--- config.mk ---
export PLATFORM = sky130hd
export DESIGN_NAME = layered_keycode_translator_flat
export DESIGN_NICKNAME = d
export VERILOG_FILES = /design/src/lkt_pkg.sv /design/src/lkt_if.sv /design/src/lkt_ram.sv /design/src/lkt_front.sv /design/src/lkt_queue.sv /design/src/lkt_back.sv /design/src/layered_keycode_translator.sv /design/src/flat_wrapper.sv
export SDC_FILE = /design/constraint.sdc
export NUM_CORES = 2
export LEC_CHECK = 0
export ABC_CLOCK_PERIOD_IN_PS = 5400
export BUFFER_PORTS_ARGS = -buffer_cell sky130_fd_sc_hd__clkbuf_2
export CORE_MARGIN = 2
export CORE_UTILIZATION = 55
export DETAILED_ROUTE_END_ITERATION = 16
export PLACE_DENSITY_LB_ADDON = 0.05
export SLEW_MARGIN = 20
export SYNTH_ARGS = -nofsm -noshare
export SYNTH_HDL_FRONTEND = slang
export SYNTH_HIERARCHICAL = 1
export SYNTH_SLANG_ARGS = --single-unit
--- constraint.sdc ---
create_clock -name clock -period 5.4 [get_ports clock]
set_input_delay 0.81 -clock clock [delete_from_list [all_inputs] [get_ports clock]]
set_output_delay 0.81 -clock clock [all_outputs]
set_load 0.03 [all_outputs]
--- src/lkt_pkg.sv ---
`timescale 1ns / 1ps

package lkt_pkg;

   // Field widths fixed by the channel formats
   localparam int OP_W      = 2;
   localparam int BYTE_W    = 8;
   localparam int IDX_W     = 6;
   localparam int CODE_W    = 10;
   localparam int SW_W      = 5;

   // Storage defaults
   localparam int KEY_COUNT   = 64;
   localparam int QUEUE_DEPTH = 2;

   localparam logic [IDX_W-1:0] SYM_KEY_RESET = 6'd25;

   // Raw byte layout
   localparam int BIT_SWITCH  = 7;
   localparam int BIT_RELEASE = 6;

   // Item operations
   typedef enum logic [OP_W-1:0] {
      OP_KEY         = 2'd0,
      OP_LOAD_NORMAL = 2'd1,
      OP_LOAD_SYMBOL = 2'd2
   } op_type;

   // Switch codes carried in bits 5..1 of a switch byte
   localparam logic [SW_W-1:0] SW_LID_OPEN   = 5'd3;
   localparam logic [SW_W-1:0] SW_DOCK       = 5'd5;
   localparam logic [SW_W-1:0] SW_LID_TABLET = 5'd6;
   localparam logic [SW_W-1:0] SW_LID_CLOSE  = 5'd7;

   // Switch ids reported in event_code
   localparam logic [CODE_W-1:0] SWID_LID    = 10'd0;
   localparam logic [CODE_W-1:0] SWID_TABLET = 10'd1;
   localparam logic [CODE_W-1:0] SWID_DOCK   = 10'd2;

   // Event kinds
   localparam logic EV_KEY    = 1'b0;
   localparam logic EV_SWITCH = 1'b1;

   // Command kinds passed from front to back
   typedef enum logic [1:0] {
      CMD_KEY         = 2'd0,
      CMD_LOAD_NORMAL = 2'd1,
      CMD_LOAD_SYMBOL = 2'd2,
      CMD_SWITCH      = 2'd3
   } cmd_kind_type;

   // One classified command; code holds the map code or the switch id,
   // value holds pressed or switch on, layer the symbol mode at that time
   typedef struct packed {
      cmd_kind_type       kind;
      logic [IDX_W-1:0]   idx;
      logic [CODE_W-1:0]  code;
      logic               value;
      logic               layer;
   } cmd_type;

   // One result word
   typedef struct packed {
      logic              kind;
      logic [CODE_W-1:0] code;
      logic              value;
      logic              last;
   } event_type;

endpackage

--- src/lkt_if.sv ---
`timescale 1ns / 1ps

// Input channel: raw byte or map load
interface lkt_req_if;
   logic                           valid;
   logic                           ready;
   logic [lkt_pkg::OP_W-1:0]       operation;
   logic [lkt_pkg::BYTE_W-1:0]     key_byte;
   logic [lkt_pkg::IDX_W-1:0]      map_index;
   logic [lkt_pkg::CODE_W-1:0]     map_code;

   modport source (output valid, output operation, output key_byte, output map_index,
                   output map_code, input ready);
   modport sink   (input valid, input operation, input key_byte, input map_index,
                   input map_code, output ready);
endinterface

// Result channel: key or switch event
interface lkt_rsp_if;
   logic                           valid;
   logic                           ready;
   logic                           event_kind;
   logic [lkt_pkg::CODE_W-1:0]     event_code;
   logic                           event_value;
   logic                           last;

   modport source (output valid, output event_kind, output event_code, output event_value,
                   output last, input ready);
   modport sink   (input valid, input event_kind, input event_code, input event_value,
                   input last, output ready);
endinterface

// Configuration channel: symbol key index
interface lkt_csr_if;
   logic                           valid;
   logic                           ready;
   logic [lkt_pkg::IDX_W-1:0]      data;

   modport source (output valid, output data, input ready);
   modport sink   (input valid, input data, output ready);
endinterface

--- src/lkt_ram.sv ---
`timescale 1ns / 1ps

module lkt_ram #(
   parameter int WIDTH = 8,
   parameter int DEPTH = 64
) (
   input  logic                     clock,
   input  logic                     wr_en,
   input  logic [$clog2(DEPTH)-1:0] wr_addr,
   input  logic [WIDTH-1:0]         wr_data,
   input  logic [$clog2(DEPTH)-1:0] rd_addr,
   output logic [WIDTH-1:0]         rd_data
);

   logic [WIDTH-1:0] mem [DEPTH];
   logic [WIDTH-1:0] rd_data_ff;

   // Write port and registered read port
   always_ff @(posedge clock) begin
      if (wr_en) begin
         mem[wr_addr] <= wr_data;
      end
      rd_data_ff <= mem[rd_addr];
   end

   assign rd_data = rd_data_ff;

endmodule

--- src/lkt_front.sv ---
`timescale 1ns / 1ps

module lkt_front #(
   parameter int KEY_COUNT = lkt_pkg::KEY_COUNT
) (
   input  logic              clock,
   input  logic              reset,
   lkt_req_if.sink           req_if,
   lkt_csr_if.sink           csr_if,
   input  logic              q_ready,
   output logic              q_push,
   output lkt_pkg::cmd_type  q_cmd
);

   logic [lkt_pkg::IDX_W-1:0] sym_key_ff, sym_key_in;
   logic                      sym_mode_ff, sym_mode_in;
   logic                      lid_closing_ff, lid_closing_in;

   logic                      accept;
   logic [lkt_pkg::SW_W-1:0]  sw_code;
   logic                      sw_on;
   logic [lkt_pkg::IDX_W-1:0] key_idx;
   logic                      key_pressed;
   logic                      key_in_range;
   logic                      load_in_range;

   assign req_if.ready = q_ready;
   assign csr_if.ready = 1'b1;
   assign accept       = req_if.valid && req_if.ready;

   assign sw_code       = req_if.key_byte[lkt_pkg::SW_W:1];
   assign sw_on         = !req_if.key_byte[0];
   assign key_idx       = req_if.key_byte[lkt_pkg::IDX_W-1:0];
   assign key_pressed   = !req_if.key_byte[lkt_pkg::BIT_RELEASE];
   assign key_in_range  = {1'b0, key_idx} < (lkt_pkg::IDX_W + 1)'(KEY_COUNT);
   assign load_in_range = {1'b0, req_if.map_index} < (lkt_pkg::IDX_W + 1)'(KEY_COUNT);

   // Classify the word; switch and symbol-key state resolve here in order
   always_comb begin
      sym_key_in     = sym_key_ff;
      sym_mode_in    = sym_mode_ff;
      lid_closing_in = lid_closing_ff;
      q_push         = 1'b0;
      q_cmd          = '0;

      if (csr_if.valid) begin
         sym_key_in = csr_if.data;
      end

      if (accept) begin
         case (req_if.operation)
            lkt_pkg::OP_KEY: begin
               if (req_if.key_byte[lkt_pkg::BIT_SWITCH]) begin
                  case (sw_code)
                     lkt_pkg::SW_LID_OPEN: begin
                        if (!sw_on) lid_closing_in = 1'b0;
                     end
                     lkt_pkg::SW_LID_CLOSE: begin
                        if (sw_on) lid_closing_in = 1'b1;
                     end
                     lkt_pkg::SW_LID_TABLET: begin
                        q_push     = 1'b1;
                        q_cmd.kind = lkt_pkg::CMD_SWITCH;
                        q_cmd.code = lid_closing_ff ? lkt_pkg::SWID_LID
                                                    : lkt_pkg::SWID_TABLET;
                        q_cmd.value = sw_on;
                     end
                     lkt_pkg::SW_DOCK: begin
                        q_push      = 1'b1;
                        q_cmd.kind  = lkt_pkg::CMD_SWITCH;
                        q_cmd.code  = lkt_pkg::SWID_DOCK;
                        q_cmd.value = sw_on;
                     end
                     default: ;
                  endcase
               end else if (key_idx == sym_key_ff) begin
                  sym_mode_in = key_pressed;
               end else if (key_in_range) begin
                  q_push      = 1'b1;
                  q_cmd.kind  = lkt_pkg::CMD_KEY;
                  q_cmd.idx   = key_idx;
                  q_cmd.value = key_pressed;
                  q_cmd.layer = sym_mode_ff;
               end
            end
            lkt_pkg::OP_LOAD_NORMAL: begin
               q_push     = load_in_range;
               q_cmd.kind = lkt_pkg::CMD_LOAD_NORMAL;
               q_cmd.idx  = req_if.map_index;
               q_cmd.code = req_if.map_code;
            end
            lkt_pkg::OP_LOAD_SYMBOL: begin
               q_push     = load_in_range;
               q_cmd.kind = lkt_pkg::CMD_LOAD_SYMBOL;
               q_cmd.idx  = req_if.map_index;
               q_cmd.code = req_if.map_code;
            end
            default: ;
         endcase
      end
   end

   always_ff @(posedge clock) begin
      if (reset) begin
         sym_key_ff     <= lkt_pkg::SYM_KEY_RESET;
         sym_mode_ff    <= 1'b0;
         lid_closing_ff <= 1'b0;
      end else begin
         sym_key_ff     <= sym_key_in;
         sym_mode_ff    <= sym_mode_in;
         lid_closing_ff <= lid_closing_in;
      end
   end

endmodule

--- src/lkt_queue.sv ---
`timescale 1ns / 1ps

module lkt_queue (
   input  logic              clock,
   input  logic              reset,
   input  logic              push,
   input  lkt_pkg::cmd_type  push_cmd,
   output logic              push_ready,
   input  logic              pop,
   output logic              pop_valid,
   output lkt_pkg::cmd_type  pop_cmd
);

   localparam int DEPTH = lkt_pkg::QUEUE_DEPTH;
   localparam int PTR_W = (DEPTH > 1) ? $clog2(DEPTH) : 1;
   localparam int CNT_W = $clog2(DEPTH + 1);

   lkt_pkg::cmd_type  entry_ff [DEPTH];
   logic [PTR_W-1:0]  wr_ptr_ff, wr_ptr_in;
   logic [PTR_W-1:0]  rd_ptr_ff, rd_ptr_in;
   logic [CNT_W-1:0]  count_ff, count_in;
   logic              do_push, do_pop;

   assign push_ready = count_ff != CNT_W'(DEPTH);
   assign pop_valid  = count_ff != '0;
   assign pop_cmd    = entry_ff[rd_ptr_ff];
   assign do_push    = push && push_ready;
   assign do_pop     = pop && pop_valid;

   // Advance pointers with wrap at the depth
   always_comb begin
      wr_ptr_in = wr_ptr_ff;
      rd_ptr_in = rd_ptr_ff;
      count_in  = count_ff;
      if (do_push) begin
         wr_ptr_in = (wr_ptr_ff == PTR_W'(DEPTH - 1)) ? '0 : wr_ptr_ff + 1'b1;
      end
      if (do_pop) begin
         rd_ptr_in = (rd_ptr_ff == PTR_W'(DEPTH - 1)) ? '0 : rd_ptr_ff + 1'b1;
      end
      if (do_push && !do_pop) begin
         count_in = count_ff + 1'b1;
      end else if (do_pop && !do_push) begin
         count_in = count_ff - 1'b1;
      end
   end

   always_ff @(posedge clock) begin
      if (reset) begin
         wr_ptr_ff <= '0;
         rd_ptr_ff <= '0;
         count_ff  <= '0;
      end else begin
         wr_ptr_ff <= wr_ptr_in;
         rd_ptr_ff <= rd_ptr_in;
         count_ff  <= count_in;
      end
   end

   // Store the pushed word
   always_ff @(posedge clock) begin
      if (do_push) begin
         entry_ff[wr_ptr_ff] <= push_cmd;
      end
   end

endmodule

--- src/lkt_back.sv ---
`timescale 1ns / 1ps

module lkt_back #(
   parameter int KEY_COUNT = lkt_pkg::KEY_COUNT
) (
   input  logic              clock,
   input  logic              reset,
   input  logic              q_valid,
   input  lkt_pkg::cmd_type  q_cmd,
   output logic              q_pop,
   lkt_rsp_if.source         rsp_if
);

   localparam int AW = $clog2(KEY_COUNT);

   typedef enum logic [2:0] {
      ST_IDLE   = 3'b001,
      ST_DATA   = 3'b010,
      ST_SECOND = 3'b100
   } state_type;

   state_type                   st_ff, st_in;
   logic [AW-1:0]               cur_idx_ff, cur_idx_in;
   logic                        cur_pressed_ff, cur_pressed_in;
   logic                        cur_layer_ff, cur_layer_in;
   lkt_pkg::event_type          pend_ff, pend_in;
   lkt_pkg::event_type          out_ff, out_in;
   logic                        out_vld_ff, out_vld_in;
   logic [KEY_COUNT-1:0]        norm_vld_ff, sym_vld_ff, mark_ff;

   logic [AW-1:0]               q_idx;
   logic [AW-1:0]               rd_addr;
   logic [lkt_pkg::CODE_W-1:0]  norm_rd, sym_rd;
   logic [lkt_pkg::CODE_W-1:0]  norm_code, sym_code;
   logic [lkt_pkg::CODE_W-1:0]  main_code, other_code;
   logic                        active, pre_release;
   logic                        can_emit, emit, free;
   logic                        norm_wr, sym_wr, mark_wr;

   assign q_idx    = q_cmd.idx[AW-1:0];
   assign can_emit = !out_vld_ff || rsp_if.ready;
   assign rd_addr  = (q_pop && q_cmd.kind == lkt_pkg::CMD_KEY) ? q_idx : cur_idx_ff;

   lkt_ram #(.WIDTH(lkt_pkg::CODE_W), .DEPTH(KEY_COUNT)) u_norm_ram (
      .clock   (clock),
      .wr_en   (norm_wr),
      .wr_addr (q_idx),
      .wr_data (q_cmd.code),
      .rd_addr (rd_addr),
      .rd_data (norm_rd)
   );

   lkt_ram #(.WIDTH(lkt_pkg::CODE_W), .DEPTH(KEY_COUNT)) u_sym_ram (
      .clock   (clock),
      .wr_en   (sym_wr),
      .wr_addr (q_idx),
      .wr_data (q_cmd.code),
      .rd_addr (rd_addr),
      .rd_data (sym_rd)
   );

   // Entries never loaded since reset read as reserved
   assign norm_code = norm_vld_ff[cur_idx_ff] ? norm_rd : '0;
   assign sym_code  = sym_vld_ff[cur_idx_ff]  ? sym_rd  : '0;

   // Pick the reporting layer and decide on a release of the other one
   always_comb begin
      if (cur_layer_ff) begin
         main_code   = sym_code;
         other_code  = norm_code;
         pre_release = !mark_ff[cur_idx_ff] && norm_code != '0;
      end else begin
         main_code   = norm_code;
         other_code  = sym_code;
         pre_release = mark_ff[cur_idx_ff] && sym_code != '0;
      end
      active = main_code != '0;
   end

   // Sequence: read maps, emit up to two words, then take the next command
   always_comb begin
      st_in          = st_ff;
      cur_idx_in     = cur_idx_ff;
      cur_pressed_in = cur_pressed_ff;
      cur_layer_in   = cur_layer_ff;
      pend_in        = pend_ff;
      out_in         = out_ff;
      out_vld_in     = out_vld_ff && !rsp_if.ready;
      free           = 1'b0;
      emit           = 1'b0;
      mark_wr        = 1'b0;
      norm_wr        = 1'b0;
      sym_wr         = 1'b0;

      case (st_ff)
         ST_IDLE: begin
            free = 1'b1;
         end
         ST_DATA: begin
            if (!active) begin
               free = 1'b1;
            end else if (can_emit) begin
               emit    = 1'b1;
               mark_wr = 1'b1;
               if (pre_release) begin
                  out_in  = '{kind: lkt_pkg::EV_KEY, code: other_code, value: 1'b0,
                              last: 1'b0};
                  pend_in = '{kind: lkt_pkg::EV_KEY, code: main_code,
                              value: cur_pressed_ff, last: 1'b1};
                  st_in   = ST_SECOND;
               end else begin
                  out_in = '{kind: lkt_pkg::EV_KEY, code: main_code,
                             value: cur_pressed_ff, last: 1'b1};
                  free   = 1'b1;
               end
            end
         end
         ST_SECOND: begin
            if (can_emit) begin
               emit   = 1'b1;
               out_in = pend_ff;
               free   = 1'b1;
            end
         end
         default: begin
            st_in = ST_IDLE;
         end
      endcase

      if (free) begin
         st_in = ST_IDLE;
      end

      q_pop = q_valid && free;

      if (q_pop) begin
         case (q_cmd.kind)
            lkt_pkg::CMD_KEY: begin
               cur_idx_in     = q_idx;
               cur_pressed_in = q_cmd.value;
               cur_layer_in   = q_cmd.layer;
               st_in          = ST_DATA;
            end
            lkt_pkg::CMD_SWITCH: begin
               pend_in = '{kind: lkt_pkg::EV_SWITCH, code: q_cmd.code,
                           value: q_cmd.value, last: 1'b1};
               st_in   = ST_SECOND;
            end
            lkt_pkg::CMD_LOAD_NORMAL: begin
               norm_wr = 1'b1;
            end
            lkt_pkg::CMD_LOAD_SYMBOL: begin
               sym_wr = 1'b1;
            end
            default: ;
         endcase
      end

      if (emit) begin
         out_vld_in = 1'b1;
      end
   end

   always_ff @(posedge clock) begin
      if (reset) begin
         st_ff       <= ST_IDLE;
         out_vld_ff  <= 1'b0;
         norm_vld_ff <= '0;
         sym_vld_ff  <= '0;
         mark_ff     <= '0;
      end else begin
         st_ff      <= st_in;
         out_vld_ff <= out_vld_in;
         if (norm_wr) norm_vld_ff[q_idx] <= 1'b1;
         if (sym_wr)  sym_vld_ff[q_idx]  <= 1'b1;
         if (mark_wr) mark_ff[cur_idx_ff] <= cur_layer_ff && cur_pressed_ff;
      end
   end

   // Payload registers
   always_ff @(posedge clock) begin
      cur_idx_ff     <= cur_idx_in;
      cur_pressed_ff <= cur_pressed_in;
      cur_layer_ff   <= cur_layer_in;
      pend_ff        <= pend_in;
      out_ff         <= out_in;
   end

   assign rsp_if.valid       = out_vld_ff;
   assign rsp_if.event_kind  = out_ff.kind;
   assign rsp_if.event_code  = out_ff.code;
   assign rsp_if.event_value = out_ff.value;
   assign rsp_if.last        = out_ff.last;

   // A word that is not last is always followed by the second word
   a_first_then_second: assert property (@(posedge clock) disable iff (reset)
      (emit && !out_in.last) |=> st_ff == ST_SECOND)
      else $error("non-last word not followed by second word");

   // Key events never carry the reserved code
   a_key_code_nonzero: assert property (@(posedge clock) disable iff (reset)
      (out_vld_ff && out_ff.kind == lkt_pkg::EV_KEY) |-> out_ff.code != '0)
      else $error("key event with reserved code");

   // Switch events carry only lid, tablet or dock
   a_switch_id: assert property (@(posedge clock) disable iff (reset)
      (out_vld_ff && out_ff.kind == lkt_pkg::EV_SWITCH) |->
         (out_ff.code == lkt_pkg::SWID_LID || out_ff.code == lkt_pkg::SWID_TABLET ||
          out_ff.code == lkt_pkg::SWID_DOCK))
      else $error("switch event with bad id");

   // The pending word is always the closing one
   a_pend_last: assert property (@(posedge clock) disable iff (reset)
      st_ff == ST_SECOND |-> pend_ff.last)
      else $error("pending word not marked last");

   // A popped key command is read out in the next cycle
   a_key_read: assert property (@(posedge clock) disable iff (reset)
      (q_pop && q_cmd.kind == lkt_pkg::CMD_KEY) |=>
         (st_ff == ST_DATA && cur_idx_ff == $past(q_idx)))
      else $error("key command not read");

endmodule

--- src/layered_keycode_translator.sv ---
`timescale 1ns / 1ps

// Layered keycode translator: raw keyboard-controller bytes in, key and
// switch events out.
// req_if carries one word per item: operation selects a raw byte or a load
// of a normal or symbol map entry (map_index, map_code). rsp_if delivers
// events (event_kind, event_code, event_value) with last set on the final
// event of each byte; loads and bytes that map to nothing give no event.
// csr_if writes the symbol key index; write it only while the block is idle.
// A byte's command is registered in the queue entry, then in the map read
// and the back state, and its first event then in the output register. The
// front takes a word every cycle while its two-entry queue has room. A byte
// that also releases the other layer's code leaves as two words, from ST_DATA
// and then ST_SECOND; that back sequencer, bound by the registered map read,
// sets the sustained rate.
// Reset clears the queue, the output register, the symbol mode, the lid flag
// and the layer marks, and the maps read as zero through per-entry valid
// bits, so the block takes words in the first cycle after reset. When the
// receiver stalls, the output word holds, the back stops and the queue fills,
// after which req_if.ready drops.
module layered_keycode_translator #(
   parameter int KEY_COUNT = lkt_pkg::KEY_COUNT
) (
   input  logic       clock,
   input  logic       reset,
   lkt_req_if.sink    req_if,
   lkt_rsp_if.source  rsp_if,
   lkt_csr_if.sink    csr_if
);

   logic              push, push_ready, pop, pop_valid;
   lkt_pkg::cmd_type  push_cmd, pop_cmd;

   lkt_front #(.KEY_COUNT(KEY_COUNT)) u_front (
      .clock   (clock),
      .reset   (reset),
      .req_if  (req_if),
      .csr_if  (csr_if),
      .q_ready (push_ready),
      .q_push  (push),
      .q_cmd   (push_cmd)
   );

   lkt_queue u_queue (
      .clock      (clock),
      .reset      (reset),
      .push       (push),
      .push_cmd   (push_cmd),
      .push_ready (push_ready),
      .pop        (pop),
      .pop_valid  (pop_valid),
      .pop_cmd    (pop_cmd)
   );

   lkt_back #(.KEY_COUNT(KEY_COUNT)) u_back (
      .clock   (clock),
      .reset   (reset),
      .q_valid (pop_valid),
      .q_cmd   (pop_cmd),
      .q_pop   (pop),
      .rsp_if  (rsp_if)
   );

endmodule

--- src/flat_wrapper.sv ---
// flat-port wrapper written by rule: the top's interface ports become plain ports
module layered_keycode_translator_flat 
#(
   parameter int KEY_COUNT = lkt_pkg::KEY_COUNT
)
  (clock, reset, req_if_valid, req_if_operation, req_if_key_byte, req_if_map_index, req_if_map_code, req_if_ready, rsp_if_valid, rsp_if_event_kind, rsp_if_event_code, rsp_if_event_value, rsp_if_last, rsp_if_ready, csr_if_valid, csr_if_data, csr_if_ready);
  lkt_req_if req_if_i ();
  lkt_rsp_if rsp_if_i ();
  lkt_csr_if csr_if_i ();
  input  logic clock;
  input  logic reset;
  input wire logic [$bits(req_if_i.valid)-1:0] req_if_valid;
  input wire logic [$bits(req_if_i.operation)-1:0] req_if_operation;
  input wire logic [$bits(req_if_i.key_byte)-1:0] req_if_key_byte;
  input wire logic [$bits(req_if_i.map_index)-1:0] req_if_map_index;
  input wire logic [$bits(req_if_i.map_code)-1:0] req_if_map_code;
  output wire logic [$bits(req_if_i.ready)-1:0] req_if_ready;
  output wire logic [$bits(rsp_if_i.valid)-1:0] rsp_if_valid;
  output wire logic [$bits(rsp_if_i.event_kind)-1:0] rsp_if_event_kind;
  output wire logic [$bits(rsp_if_i.event_code)-1:0] rsp_if_event_code;
  output wire logic [$bits(rsp_if_i.event_value)-1:0] rsp_if_event_value;
  output wire logic [$bits(rsp_if_i.last)-1:0] rsp_if_last;
  input wire logic [$bits(rsp_if_i.ready)-1:0] rsp_if_ready;
  input wire logic [$bits(csr_if_i.valid)-1:0] csr_if_valid;
  input wire logic [$bits(csr_if_i.data)-1:0] csr_if_data;
  output wire logic [$bits(csr_if_i.ready)-1:0] csr_if_ready;
  assign req_if_i.valid = req_if_valid;
  assign req_if_i.operation = req_if_operation;
  assign req_if_i.key_byte = req_if_key_byte;
  assign req_if_i.map_index = req_if_map_index;
  assign req_if_i.map_code = req_if_map_code;
  assign req_if_ready = req_if_i.ready;
  assign rsp_if_valid = rsp_if_i.valid;
  assign rsp_if_event_kind = rsp_if_i.event_kind;
  assign rsp_if_event_code = rsp_if_i.event_code;
  assign rsp_if_event_value = rsp_if_i.event_value;
  assign rsp_if_last = rsp_if_i.last;
  assign rsp_if_i.ready = rsp_if_ready;
  assign csr_if_i.valid = csr_if_valid;
  assign csr_if_i.data = csr_if_data;
  assign csr_if_ready = csr_if_i.ready;
  layered_keycode_translator #(.KEY_COUNT(KEY_COUNT)) u_core (.clock(clock), .reset(reset), .req_if(req_if_i), .rsp_if(rsp_if_i), .csr_if(csr_if_i));
endmodule
==> flow_summary.ini <==
[synthesis]
syn_area_sq_um = 63500
synthDistinctLibCells = 76
synth.yosys.warnings = 6
synth_enable_flop_cells = 1341
synth_top_area_share_pct = 63.4
netlist_instances = 3422
synth_commonest_cells = sky130_fd_sc_hd__edfxtp_1 (1,341), sky130_fd_sc_hd__mux4_2 (339), sky130_fd_sc_hd__dfxtp_1 (242), sky130_fd_sc_hd__mux2i_1 (227), sky130_fd_sc_hd__nand2_1 (199)
netlist.top_cell.by_area = sky130_fd_sc_hd__edfxtp_1
synth_nets = 3468
synth_seq_area_share_pct = 71.0
synth.avg_cell_area_sq_um = 18.6
synthMostInstantiatedCell = sky130_fd_sc_hd__edfxtp_1
postSynth.topFlopCell = sky130_fd_sc_hd__edfxtp_1
synth_top_cells_by_area = sky130_fd_sc_hd__edfxtp_1 (63%), sky130_fd_sc_hd__mux4_2 (12%), sky130_fd_sc_hd__dfxtp_1 (7.6%)
post_synth_arst_share_pct = 0
postSynthRegisterBits = 1583

[pwr]
comb_power_share_pct = 23.5
seq_power_share_pct = 43.2
power.switching_fraction_pct = 28.3
power.switching_mw = 9.58
worst_ir_drop_vdd_mv = 0.309
static_leakage_nw = 24.7
p_int_mw = 24.3
clkPwrFrac_pct = 33.3
pwr_density_cell_nw_per_um2 = 463
design_power_total_mw = 33.9

[timing]
finalHoldViolCount = 0
setup-violations-final = 0
finalClockSkew_ns = 0.0272
holdWs_ns = 0.271
finalCritPeriodShare_pct = 96.9
slew_headroom_pct = 27.4
grt_setup_unrepaired = false
timing_worst_slew_pin_value_ns = 1.09
finalMaxSlewViolations = 0
timing.fmax_ghz = 0.191
timing.setup.tns_ns = 0
post-route-min-period_ns = 5.23
postLayoutSetupSlackWorst_ns = 0.169

[cts]
clk_path_buf_depth = 3
worst_setup_hold_path_clk_slew_ns = 0.06
htreeDepth = 4
cts_hold_buf = 0
cts_tree = built
clock-sinks = 1583
cts_root_buf = sky130_fd_sc_hd__clkbuf_16
clk-insertion-delay-late_ns = 0.76
numCtsBuffers = 162

[drt]
avgViaCountPerCell = 6.34
initial_detailed_routing_violation_count = 3644
detail_route.first_pass.iterations = 7
wl_microns = 155000
route.antenna.remaining_nets = 0
num_vias = 34300
wl_per_cell_microns = 28.7
detail_route.drc_violations = 0

[placement]
place_inst = 5095
finalWeightedCongestion = 0.891
dpl_cell_area_sq_um = 67500
port_buffers = 51
dpl_worst_slack_ns = -0.0432
place.detailed.hpwl_microns = 98700

[layout]
n_fill_cell = 7915
multiInputGateArea_sq_um = 17200
layout-drive-gt1-share_pct = 28.7
ff_latch_area_sq_um = 45100
final-instance-count-excl-fill = 5412
post_layout_inst_area_sq_um = 73200
finish.net_count = 3814
areaGrowthSynthToFinish_pct = 15.3
final_core_util_pct = 63.9
n_antenna_cell = 0

[critical_path]
critPathCaptureType = register
path_cells = buf_8 -> mux4_2 -> nand3b_1 -> nand4_1 -> or2_2 -> o211ai_1 -> mux2i_2 -> o211ai_4 -> nand2_1 -> inv_2 -> mux2_8 -> buf_16 -> buf_4 -> mux4_2 -> mux2_4 -> a2111oi_2 -> a221oi_1 -> a22o_1
max_stage_delay_ns = 0.54
timing.critical_path.slowest_stage_cell = sky130_fd_sc_hd__mux4_2
critical_path_required_ns = 6.04
critical_path.n_buffers_inverters = 4
critical_path.max_fanout = 17
timing.critical_path.arrival_ns = 5.87
critPathMostFrequentCell = sky130_fd_sc_hd__mux4_2
start_kind = register
critical_path.top_delay_family = multiplexers
critical_path_class = register to register

[grt]
grt_pass1_wl_microns = 229000
grt_pass1_vias = 34500
grt_start_max_net_pins = 84
antenna_found_initial = 1
grt_use_total_pct = 26.5
grt_remaining_overflow = 0

[floorplanning]
core-area_sq_um = 115000
floorplan.die.height_microns = 344
dieWidth_microns = 344
top_level_ports = 53
floorplan.initialDensity_pct = 55.5
design.die.area_sq_um = 118000
row_count = 124

[worst_hold_path]
type_of_the_tightest_min_delay_check = primary input to register

[flow_run]
timing.max_cap.violations = 0

[status]
status = complete, no violations
## repair_timing
| action | in CTS | in global routing |
|---|---|---|
| setup buffers | 0 | 19 |
| setup endpoints to repair | 4 | 19 |
| gates cloned | 0 | 1 |
| pin swaps | 1 | 3 |
| resized for setup | 2 | 12 |
## path summary, 6_finish.rpt
check	from	endpoint	slack, ns	cells after the start
worst min-delay path	csr_if_data[4]	u_core/u_front/sym_key_ff[4]	0.27	2
worst min register to register	u_core/u_back/pend_ff[0]	u_core/u_back/pend_ff[0]	0.45	1
worst max register to register	u_core/u_back/cur_idx_ff[0]	u_core/u_back/u_sym_ram/rd_data[0]	0.17	18
worst max-delay path	u_core/u_back/cur_idx_ff[0]	u_core/u_back/u_sym_ram/rd_data[0]	0.17	18
## cells in the final DEF, fill, tap and decap left out, types with 52 or more instances in the layout
cell                        Yosys  routed
sky130_fd_sc_hd__a32o_1       128     128
sky130_fd_sc_hd__buf_4         41     314
sky130_fd_sc_hd__mux2_2        66      52
sky130_fd_sc_hd__mux4_2       339     339
sky130_fd_sc_hd__mux2i_1      227     224
sky130_fd_sc_hd__clkbuf_16      0     165
sky130_fd_sc_hd__edfxtp_1    1341    1341
sky130_fd_sc_hd__nor2_1       168     166
sky130_fd_sc_hd__dfxtp_1      242     242
sky130_fd_sc_hd__nand2_1      199     199
## registers in the layout, indices dropped and copies added (netlist names), 6 cells and up, named ones only
register                          flops
u_core/u_back/norm_vld_ff            64
u_core/u_front/sym_key_ff             6
u_core/u_back/u_sym_ram/mem         640
u_core/u_back/sym_vld_ff             64
u_core/u_back/pend_ff                13
u_core/u_back/cur_idx_ff              6
u_core/u_back/rsp_if.event_code      10
u_core/u_back/u_sym_ram/rd_data      10
u_core/u_back/u_norm_ram/rd_data     10
u_core/u_queue/entry_ff              40
u_core/u_back/u_norm_ram/mem        640
u_core/u_back/mark_ff                64
## cells by family after synthesis
family / after synthesis / share of synthesized area (%)
simple gates: 569 / 4.26
compound gates: 350 / 4.79
buf+inv: 244 / 2.15
mux: 656 / 17.4
flops: 1583 / 71.0
fa+ha+maj: 9 / 0.177
xor+xnor: 10 / 0.138
other cells: 1 / 0.00590
## cell type report
cell class              instances  area share [%]
inverters                      15          0.0837
well taps                    1512            2.58
clock inverters                91            1.48
multi-input cells            1595            23.5
clock buffers                 205            5.88
flip-flops and latches       1583            61.6
repair buffers                411            4.81
## power groups by stage
| stage | Combinational [mW] | Sequential [mW] | Clock, mW |
|---|---|---|---|
| floorplan | 4.84 | 14.7 | 0 |
| global placement | 7.72 | 14.9 | 0 |
| detailed placement | 7.89 | 14.9 | 0 |
| CTS | 7.91 | 14.6 | 11.5 |
| global route | 8.42 | 14.6 | 12.0 |
| finish | 7.96 | 14.6 | 11.3 |
## per-layer routing
metal / global-route usage (%) / share of wire (%)
met3: 3.82 / 6.0
met5: 0 / 0
met2: 42.8 / 49
met1: 38.0 / 42
met4: 8.00 / 2.7
Power figures use the tool's default switching activity.
